$ cat src/design/gcpg_pkg.sv
// package with constants, register indexes and pipeline types of the gradient checker generator
package gcpg_pkg;

  localparam int unsigned MAX_DIM = 4096;
  localparam int unsigned DIM_W   = $clog2(MAX_DIM + 1);
  localparam int unsigned COORD_W = 12;
  localparam int unsigned QUO_W   = 16;
  localparam int unsigned TQ_W    = QUO_W + 1;
  localparam int unsigned DIV_STAGES    = 4;
  localparam int unsigned STEPS_PER_STG = QUO_W / DIV_STAGES;
  localparam int unsigned CHK_STEPS     = 3;
  localparam int unsigned CFG_IDX_W     = 3;
  localparam int unsigned CFG_DATA_W    = 13;

  localparam logic [DIM_W-1:0] DIM_MIN = DIM_W'(2);
  localparam logic [DIM_W-1:0] DIM_MAX = DIM_W'(MAX_DIM);

  localparam logic [24:0] CHECK_ADD_Q16 = 25'd2088960;
  localparam logic [24:0] BYTE_MAX_Q16  = 25'(255 * 65536);

  typedef enum logic [CFG_IDX_W-1:0] {
    REG_BASE_RED     = 3'd0,
    REG_BASE_GREEN   = 3'd1,
    REG_BASE_BLUE    = 3'd2,
    REG_ALPHA_INNER  = 3'd3,
    REG_ALPHA_OUTER  = 3'd4,
    REG_IMAGE_WIDTH  = 3'd5,
    REG_IMAGE_HEIGHT = 3'd6
  } cfg_reg_e;

  // first stage: mirrored distance and clamped coordinate
  typedef struct packed {
    logic [DIM_W-1:0]   dsum;
    logic               sat;
    logic [COORD_W-1:0] col;
    logic [COORD_W-1:0] row;
  } front_t;

  // divider stages: partial remainder and quotient
  typedef struct packed {
    logic [DIM_W-1:0] rem;
    logic [QUO_W-1:0] quo;
    logic             sat;
    logic             chk;
  } div_t;

  // product stage
  typedef struct packed {
    logic [26:0] prod_r;
    logic [26:0] prod_g;
    logic [26:0] prod_b;
    logic [24:0] prod_a;
    logic        chk;
  } mul_t;

endpackage

$ cat src/design/gradient_checker_pixel_generator.sv
// gradient checker pixel generator: coordinate in, rgba pixel out
// path: front stage, four divider stages, product stage, output register; an output stall holds them all
// throughput: one pixel per cycle while the output is not stalled; the sixteen-bit fraction divider is spread over
// four stages of four restoring steps each, so nothing loops
// reset: all stage valid bits clear and config registers reset at once; stage data is not reset
// a stall on a valid output freezes the whole pipeline; no clearing pass is needed
module gradient_checker_pixel_generator
  import gcpg_pkg::*;
(
  input  logic                  clk_i,
  input  logic                  rst_ni,
  input  logic                  cfg_valid_i,
  output logic                  cfg_ready_o,
  input  logic [CFG_IDX_W-1:0]  cfg_index_i,
  input  logic [CFG_DATA_W-1:0] cfg_data_i,
  input  logic                  valid_i,
  output logic                  stall_o,
  input  logic [COORD_W-1:0]    col_i,
  input  logic [COORD_W-1:0]    row_i,
  output logic                  valid_o,
  input  logic                  stall_i,
  output logic [7:0]            red_o,
  output logic [7:0]            green_o,
  output logic [7:0]            blue_o,
  output logic [7:0]            alpha_o
);

  // configuration registers
  logic [7:0]       base_red_q, base_green_q, base_blue_q;
  logic [7:0]       alpha_inner_q, alpha_outer_q;
  logic [DIM_W-1:0] image_width_q, image_height_q;

  assign cfg_ready_o = 1'b1;

  always_ff @(posedge clk_i or negedge rst_ni) begin
    if (!rst_ni) begin
      base_red_q     <= 8'd255;
      base_green_q   <= 8'd255;
      base_blue_q    <= 8'd255;
      alpha_inner_q  <= 8'd255;
      alpha_outer_q  <= 8'd0;
      image_width_q  <= DIM_W'(64);
      image_height_q <= DIM_W'(64);
    end else if (cfg_valid_i) begin
      case (cfg_reg_e'(cfg_index_i))
        REG_BASE_RED:     base_red_q     <= cfg_data_i[7:0];
        REG_BASE_GREEN:   base_green_q   <= cfg_data_i[7:0];
        REG_BASE_BLUE:    base_blue_q    <= cfg_data_i[7:0];
        REG_ALPHA_INNER:  alpha_inner_q  <= cfg_data_i[7:0];
        REG_ALPHA_OUTER:  alpha_outer_q  <= cfg_data_i[7:0];
        REG_IMAGE_WIDTH:  image_width_q  <= cfg_data_i[DIM_W-1:0];
        REG_IMAGE_HEIGHT: image_height_q <= cfg_data_i[DIM_W-1:0];
        default: ;
      endcase
    end
  end

  // used dimensions; the user must keep them static while requests are in flight, the block does not enforce it
  logic [DIM_W-1:0] w, h, span;
  assign w = (image_width_q < DIM_MIN) ? DIM_MIN :
             (image_width_q > DIM_MAX) ? DIM_MAX : image_width_q;
  assign h = (image_height_q < DIM_MIN) ? DIM_MIN :
             (image_height_q > DIM_MAX) ? DIM_MAX : image_height_q;
  assign span = (w >> 1) + (h >> 1);

  // one restoring step: remainder below divisor on entry and exit
  function automatic logic [DIM_W:0] div_step(input logic [DIM_W-1:0] rem,
                                              input logic [DIM_W-1:0] dvs);
    logic [DIM_W:0] dbl;
    logic [DIM_W:0] res;
    dbl = {rem, 1'b0};
    if (dbl >= {1'b0, dvs}) begin
      res = {1'b1, DIM_W'(dbl - {1'b0, dvs})};
    end else begin
      res = {1'b0, dbl[DIM_W-1:0]};
    end
    return res;
  endfunction

  // pipeline control: one global enable, the pipe only halts on a stalled full output
  logic       adv;
  logic [6:0] v_q;
  assign stall_o = v_q[6] && stall_i;
  assign adv     = !stall_o;
  assign valid_o = v_q[6];

  always_ff @(posedge clk_i or negedge rst_ni) begin
    if (!rst_ni) begin
      v_q <= '0;
    end else if (adv) begin
      v_q <= {v_q[5:0], valid_i};
    end
  end

  // stage 1: clamp the coordinate, mirror it and form the distance
  front_t             front_d, front_q;
  logic [COORD_W-1:0] col_c, row_c, mx, my, w_m1, h_m1;

  always_comb begin
    w_m1  = COORD_W'(w - DIM_W'(1));
    h_m1  = COORD_W'(h - DIM_W'(1));
    col_c = (col_i > w_m1) ? w_m1 : col_i;
    row_c = (row_i > h_m1) ? h_m1 : row_i;
    // odd centre column or row mirrors onto itself
    mx = ({1'b0, col_c} < (w >> 1)) ? col_c : COORD_W'(w_m1 - col_c);
    my = ({1'b0, row_c} < (h >> 1)) ? row_c : COORD_W'(h_m1 - row_c);
    front_d.dsum = DIM_W'({mx, 1'b0}) + DIM_W'(my);
    front_d.sat  = front_d.dsum >= span;
    front_d.col  = col_c;
    front_d.row  = row_c;
  end

  always_ff @(posedge clk_i) begin
    if (adv) front_q <= front_d;
  end

  // stages 2 to 5: fraction divider, checker parity worked out in stage 2
  div_t div_d [DIV_STAGES];
  div_t div_q [DIV_STAGES];

  always_comb begin
    logic [DIM_W-1:0] cr, rr;
    logic [2:0]       cq, rq;
    logic [DIM_W:0]   st;
    cr = DIM_W'(front_q.col);
    rr = DIM_W'(front_q.row);
    cq = '0;
    rq = '0;
    // col*8/w and row*8/h, three quotient bits each
    for (int k = 0; k < CHK_STEPS; k++) begin
      st = div_step(cr, w);
      cr = st[DIM_W-1:0];
      cq = {cq[1:0], st[DIM_W]};
      st = div_step(rr, h);
      rr = st[DIM_W-1:0];
      rq = {rq[1:0], st[DIM_W]};
    end
    for (int s = 0; s < DIV_STAGES; s++) begin
      if (s == 0) begin
        div_d[s].rem = front_q.dsum;
        div_d[s].quo = '0;
        div_d[s].sat = front_q.sat;
        div_d[s].chk = cq[0] ^ rq[0];
      end else begin
        div_d[s] = div_q[s-1];
      end
      for (int k = 0; k < STEPS_PER_STG; k++) begin
        st = div_step(div_d[s].rem, span);
        div_d[s].rem = st[DIM_W-1:0];
        div_d[s].quo = {div_d[s].quo[QUO_W-2:0], st[DIM_W]};
      end
    end
  end

  always_ff @(posedge clk_i) begin
    if (adv) begin
      for (int s = 0; s < DIV_STAGES; s++) div_q[s] <= div_d[s];
    end
  end

  // stage 6: spans times fraction
  mul_t            mul_d, mul_q;
  logic [TQ_W-1:0] tq;
  logic [7:0]      adiff;
  logic            a_up;

  always_comb begin
    tq    = div_q[DIV_STAGES-1].sat ? TQ_W'(65536) : {1'b0, div_q[DIV_STAGES-1].quo};
    a_up  = alpha_inner_q >= alpha_outer_q;
    adiff = a_up ? (alpha_inner_q - alpha_outer_q) : (alpha_outer_q - alpha_inner_q);
    mul_d.prod_r = 27'(10'(3 * base_red_q)) * 27'(tq);
    mul_d.prod_g = 27'(10'(3 * base_green_q)) * 27'(tq);
    mul_d.prod_b = 27'(10'(3 * base_blue_q)) * 27'(tq);
    mul_d.prod_a = 25'(adiff) * 25'(tq);
    mul_d.chk    = div_q[DIV_STAGES-1].chk;
  end

  always_ff @(posedge clk_i) begin
    if (adv) mul_q <= mul_d;
  end

  // stage 7: blend, checker brightening, saturation, output register
  function automatic logic [7:0] color_out(input logic [7:0]  base,
                                           input logic [26:0] prod,
                                           input logic        chk);
    logic [24:0] v;
    v = 25'({base, 14'd0}) + 25'(prod >> 2);
    if (chk) v = v + CHECK_ADD_Q16;
    if (v > BYTE_MAX_Q16) v = BYTE_MAX_Q16;
    return v[23:16];
  endfunction

  logic [24:0] a_val;
  assign a_val = a_up ? ({1'b0, alpha_outer_q, 16'd0} + mul_q.prod_a)
                      : ({1'b0, alpha_outer_q, 16'd0} - mul_q.prod_a);

  always_ff @(posedge clk_i) begin
    if (adv) begin
      red_o   <= color_out(base_red_q, mul_q.prod_r, mul_q.chk);
      green_o <= color_out(base_green_q, mul_q.prod_g, mul_q.chk);
      blue_o  <= color_out(base_blue_q, mul_q.prod_b, mul_q.chk);
      alpha_o <= a_val[23:16];
    end
  end

endmodule

$ cat config.mk
export PLATFORM = sky130hd
export DESIGN_NAME = gradient_checker_pixel_generator
export DESIGN_NICKNAME = d
export VERILOG_FILES = /design/src/design/gcpg_pkg.sv /design/src/design/gradient_checker_pixel_generator.sv
export SDC_FILE = /design/constraint.sdc
export NUM_CORES = 2
export LEC_CHECK = 0
export ABC_AREA = 1
export BUFFER_PORTS_ARGS = -buffer_cell sky130_fd_sc_hd__buf_2
export CORE_MARGIN = 5
export CORE_UTILIZATION = 50
export DETAILED_ROUTE_END_ITERATION = 10
export PLACE_DENSITY = 0.66
export REMOVE_ABC_BUFFERS = 1
export SLEW_MARGIN = 40
export SYNTH_ARGS = -nofsm -noshare
export SYNTH_HDL_FRONTEND = slang
export SYNTH_SLANG_ARGS = --single-unit
$ cat constraint.sdc
create_clock -name clk_i -period 35.1 [get_ports clk_i]
set_input_delay 7.02 -clock clk_i [delete_from_list [all_inputs] [get_ports clk_i]]
set_output_delay 7.02 -clock clk_i [all_outputs]
set_load 0.1 [all_outputs]
======== After elaboration in Yosys (flattened, before gate mapping) ========
Memories as Yosys holds them, arrays and structs flattened.
Index checks and enable logic that the tools add are counted.
W data, S select, Z words.
word-level totals
  memory bits (writable) .................. 124
  register bits after elaboration ......... 249
  memories ................................ 1
  output and inout bits ................... 35
operators by class
  $lt $le $gt $ge ......................... 35
  bitwise logic cells ..................... 1
  reduce and logical (&&, ||, !) cells .... 9
  equality and inequality tests ........... 6
  add/subtract/negate cells ............... 38
  multipliers ............................. 7
  mux-type cells .......................... 40
memories
  memory  depth  width  rd ports  clocked after Yosys merged registers in  wr ports  line                                     RTL
  div_q   4      31     4         0                                        4         gradient_checker_pixel_generator.sv:119  div_t div_q [DIV_STAGES];
operators by type and width
  operator                  number
  $sub A13 B13 Y13          22
  $ge A14 B13 Y1            20
  $mux W14                  18
  $mux W25                  6
  $mux W13                  8
  $mul A10 B17 Y27          3
  $add A22 B25 Y25          3
  $add A25 B21 Y25 const B  3
  $gt A25 B24 Y1 const B    3
  $mux W12                  4
  $ge A13 B13 Y1            3
  $mul A2 B8 Y10 const A    3
  $gt A13 B13 Y1 const B    2
  $lt A13 B2 Y1 const B     2
  $add A24 B24 Y24          1
  $gt A12 B12 Y1            2
  $lt A12 B12 Y1            2
  $mul A8 B17 Y24           1
  $mux W24                  1
  $sub A12 B1 Y12 const B   2
  $sub A12 B12 Y12          2
  $sub A24 B24 Y24          1
  $mux W17                  1
  $sub A8 B8 Y8             2
  12 further kinds          21

======== Longest topological paths before layout ========
  word-level depth ........................ 12
  mapped depth ............................ 76
  mapped depth without buffers ............ 74

======== Worst setup path before layout ========
No wires, ideal clock.
  kind .................................... input -> output
  start ................................... input port stall_i
  end ..................................... output port stall_o
  path buffers ............................ 0
  path slack .............................. 12621 ps
  arrival time ............................ 15459 ps
  stages .................................. 2
  cells stage by stage .................... nand2_1 > inv_1
on the way
  word-level cells in the longest chain between the ends .. 1
ends and longest elaborated chain
  item                 line                                    RTL
  start: declaration   gradient_checker_pixel_generator.sv:21  input logic stall_i,
  $logic_and A1 B1 Y1  gradient_checker_pixel_generator.sv:83  assign stall_o = v_q[6] && stall_i;
  end: declaration     gradient_checker_pixel_generator.sv:17  output logic stall_o,
Every way passes these cells.

======== Worst setup path in the final report ========
Ends and elaborated chain as after synthesis.

==> results.txt <==
----------------------------------------------------
[STA]
  Final hold violations ... 0
  Post-Route Skew ... 35.2 ps
  Final max-slew violation count ... 0
  Final min period ... 15210 ps
  Highest attainable clock frequency ... 65.7 MHz
  Post-route fraction of the period consumed by the critical path ... 0.433
  # setup viols final ... 0
  Final sum of negative setup slack ... 0 ps
  Worst Tran Pin Value ... 886 ps
  Setup repair after global routing missed its margin ... no
  Slew margin rel. ... 0.409

[Clock network]
  Total clock buffers created by CTS ... 45
  Largest buffer count on any clock path ... 3
  Post-CTS setup buffer count ... 0
  Clk pin slew, worst setup/hold paths ... 50 ps
  Post-CTS sizing ... 0
  Total clock sinks ... 330
  Clock latency reported for the late side of the worst-skew pair ... 640 ps
  TritonCTS clock tree ... built
  Root buf cell ... sky130_fd_sc_hd__clkbuf_16
  H-tree levels ... 2
  CTS Hold Buffers Added ... 0

[Placed design]
  Number of placed cells counting well taps ... 7730
  HPWL Detailed ... 106000 um
  Final GP Congestion ... 0.897
  Quantity of I/O buffers inserted on ports ... 78
  Cell Area, Placed ... 52600 um^2

[Synth]
  Share of flip-flops with an asynchronous set or reset ... 0.221
  Proportion of netlist area held by the largest area contributor ... 0.183
  Proportion of synthesized chip area in sequential cells ... 0.189
  Count of warnings emitted by yosys ... 0
  Synthesized flop and latch total ... 330
  Top post-synthesis cells by area ... sky130_fd_sc_hd__fa_1, sky130_fd_sc_hd__ha_1, sky130_fd_sc_hd__edfxtp_1
  Synth area leader ... sky130_fd_sc_hd__fa_1
  Number of standard cells after synthesis ... 6395
  Number of flops mapped to enable cells by yosys ... 257
  Most common cell in the synthesized netlist ... sky130_fd_sc_hd__nand2_1
  Top_reg_cell synth ... sky130_fd_sc_hd__edfxtp_1
  Leading post-synthesis cells by instance count ... sky130_fd_sc_hd__nand2_1, sky130_fd_sc_hd__inv_1, sky130_fd_sc_hd__ha_1
  Summed instance area of the synthesized netlist ... 50600 um^2
  Per-instance average area after synthesis ... 7.92 um^2
  Post-synth cell types ... 67

[Critical path]
  Slowest-stage cell, CP ... sky130_fd_sc_hd__buf_2
  Critical Path RT ... 28080 ps
  Crit path kind ... input port to primary output
  Worst r2r path cells ... 68
  Most Frequent Cell on Critical Path ... sky130_fd_sc_hd__buf_2
  Category of the worst setup path capture point ... primary output
  Largest stage delay on the critical path ... 460 ps
  CP delay by family, top ... buffers and inverters
  Cells along the critical path ... buf_2 -> nand2_4 -> inv_1 -> buf_2
  Register-to-register path setup slack ... 22810 ps
  CP max FO ... 44
  Arrival @ worst endpoint ... 8190 ps
  Critical R2R Capture ... div_q[2][29]$_DFFE_PN_
  Crit path launch type ... input port
  WP buf/inv ... 3
  Critical R2R Launch ... image_width_q[1]$_DFFE_PN0P_

[GRT]
  Largest net degree at the start of global routing ... 74
  Initial antenna violation count ... 1
  Total routing resource utilization after global routing ... 0.255
  First-pass GRT wire length ... 222000 um
  GRT Residual Overflow ... 0
  Vias in the first global route ... 42.4k

[Finish]
  Layout net count ... 7581
  Core Util, Final ... 0.539
  Finished layout cell area ... 54100 um^2
  Layout Cells excl Fill ... 7816
  Area used by multi-input combinational logic ... 36800 um^2
  Post-synthesis to final-layout area growth ... 6.86%
  Fillers ... 9509
  FF/Latch Area ... 9590 um^2
  Layout cell share with drive strength beyond 1 ... 0.0657

[Job]
  Max-cap violations ... 0

[Min path]
  Path class of the lowest-slack min-delay path ... flip-flop to flip-flop
  Cell count of the worst hold path ... 0
  Sink of the worst hold path ... div_q[2][6]$_DFFE_PN_
  Startpoint of the most critical hold path ... div_q[1][2]$_DFFE_PN_

[Die]
  Die Wd ... 328 um
  Standard cell core area ... 100000 um^2
  Initial cell density of the core ... 0.505
  Number of primary I/O pins ... 80
  Site row count ... 116
  Die footprint ... 108000 um^2
  Die Y-Extent ... 328 um

[Routing]
  DRC errors left ... 0
  Antenna viol nets, final ... 0
  Total number of vias ... 42.5k
  Total wire length ... 137000 um
  Router iterations before antenna repair ... 6
  Routed via count divided by cell count ... 5.43
  First DRT Iteration DRCs ... 2591
  Average wire length per cell after detail routing ... 17.5 um

[Status]
  Outcome ... completed

----------------------------------------------------
[sequential cells by signal, indices dropped and copies added (netlist names)]
name            count
mul_q             100
div_q              87
front_q            37
image_height_q     13
image_width_q      13
alpha_inner_q       8
alpha_o             8
alpha_outer_q       8
base_blue_q         8
base_green_q        8
base_red_q          8
blue_o              8
green_o             8
red_o               8
v_q                 7
div_d               1
[metrics by stage]
stage          hold WS (ps)  setup slack (ps)
2_1_floorplan           400             12620
3_3_place_gp            401             19900
3_5_place_dp            405             19860
5_1_grt                 422             19780
4_1_cts                 416             19860
6_report                416             19890
[logic make-up (layout without fill, tap and decap cells)]
group                    count (synthesis)  in the layout  share of synthesized area
AO/OA/AOI/OAI                          938            938                      0.100
XOR/XNOR                               413            413                     0.0715
adder cells (fa/ha/maj)               1116           1116                      0.344
buffers and inverters                 1131           1194                     0.0854
flip-flops                             330            330                      0.189
multiplexers                             3              3                   0.000618
other                                    1              2                  0.0000741
AND/OR/NAND/NOR                       2463           2463                      0.209
[layout make-up]
class / instances / area share
flip-flops and latches: 330 / 0.177
well taps: 1357 / 0.0314
clock buffers: 62 / 0.0233
repair buffers: 135 / 0.0158
inverters: 975 / 0.0678
clock inverters: 22 / 0.00393
multi-input cells: 4934 / 0.681
diodes: 1 / 0.0000463
[layout by cell type, fill, tap and decap left out, types with 39 or more instances in the layout]
cell type and instances:
sky130_fd_sc_hd__o21ai_0 384, sky130_fd_sc_hd__buf_4 54, sky130_fd_sc_hd__nand2_1 1442, sky130_fd_sc_hd__ha_1 653
sky130_fd_sc_hd__clkbuf_16 45, sky130_fd_sc_hd__xor2_1 293, sky130_fd_sc_hd__nor3_1 42, sky130_fd_sc_hd__fa_1 462
sky130_fd_sc_hd__nand4_1 42, sky130_fd_sc_hd__xnor2_1 112, sky130_fd_sc_hd__inv_1 940, sky130_fd_sc_hd__edfxtp_1 257
sky130_fd_sc_hd__buf_2 77, sky130_fd_sc_hd__nor2_1 487, sky130_fd_sc_hd__nand2_2 45, sky130_fd_sc_hd__dfrtp_1 39
sky130_fd_sc_hd__a21oi_1 400, sky130_fd_sc_hd__nand3_1 264
[per-layer routing]
metal  up-vias  GRT usage  share of wire
met5         -          0        0.00088
met4         4     0.0785          0.035
met3       282     0.0376          0.061
met2      1154      0.444           0.48
met1     20300      0.330           0.43
li1      20700          -              -
[how the worst max path moves through the flow]
stage / startpoint / end / slack, ps / cells after the start
6_report: stall_i / stall_o / 19890 / 4
5_1_grt: stall_i / stall_o / 19780 / 4
4_1_cts: stall_i / stall_o / 19860 / 4
3_5_place_dp: stall_i / stall_o / 19860 / 4
3_3_place_gp: stall_i / stall_o / 19900 / 4
2_1_floorplan: stall_i / stall_o / 12620 / 2
[worst register-to-register path, delay by kind of cell, from the launching register on]
kind	cells	cell delay (ps)
AOI/OAI and AO/OA	20	3970
xor gates and xnor gates	1	350
adders and majority gates	5	1830
buffers and inverters	7	910
DFF	1	400
and+or+nand+nor	35	4540
Power is not shown: default switching activity piles up to over one toggle a cycle in this logic, so the estimate is an artifact.
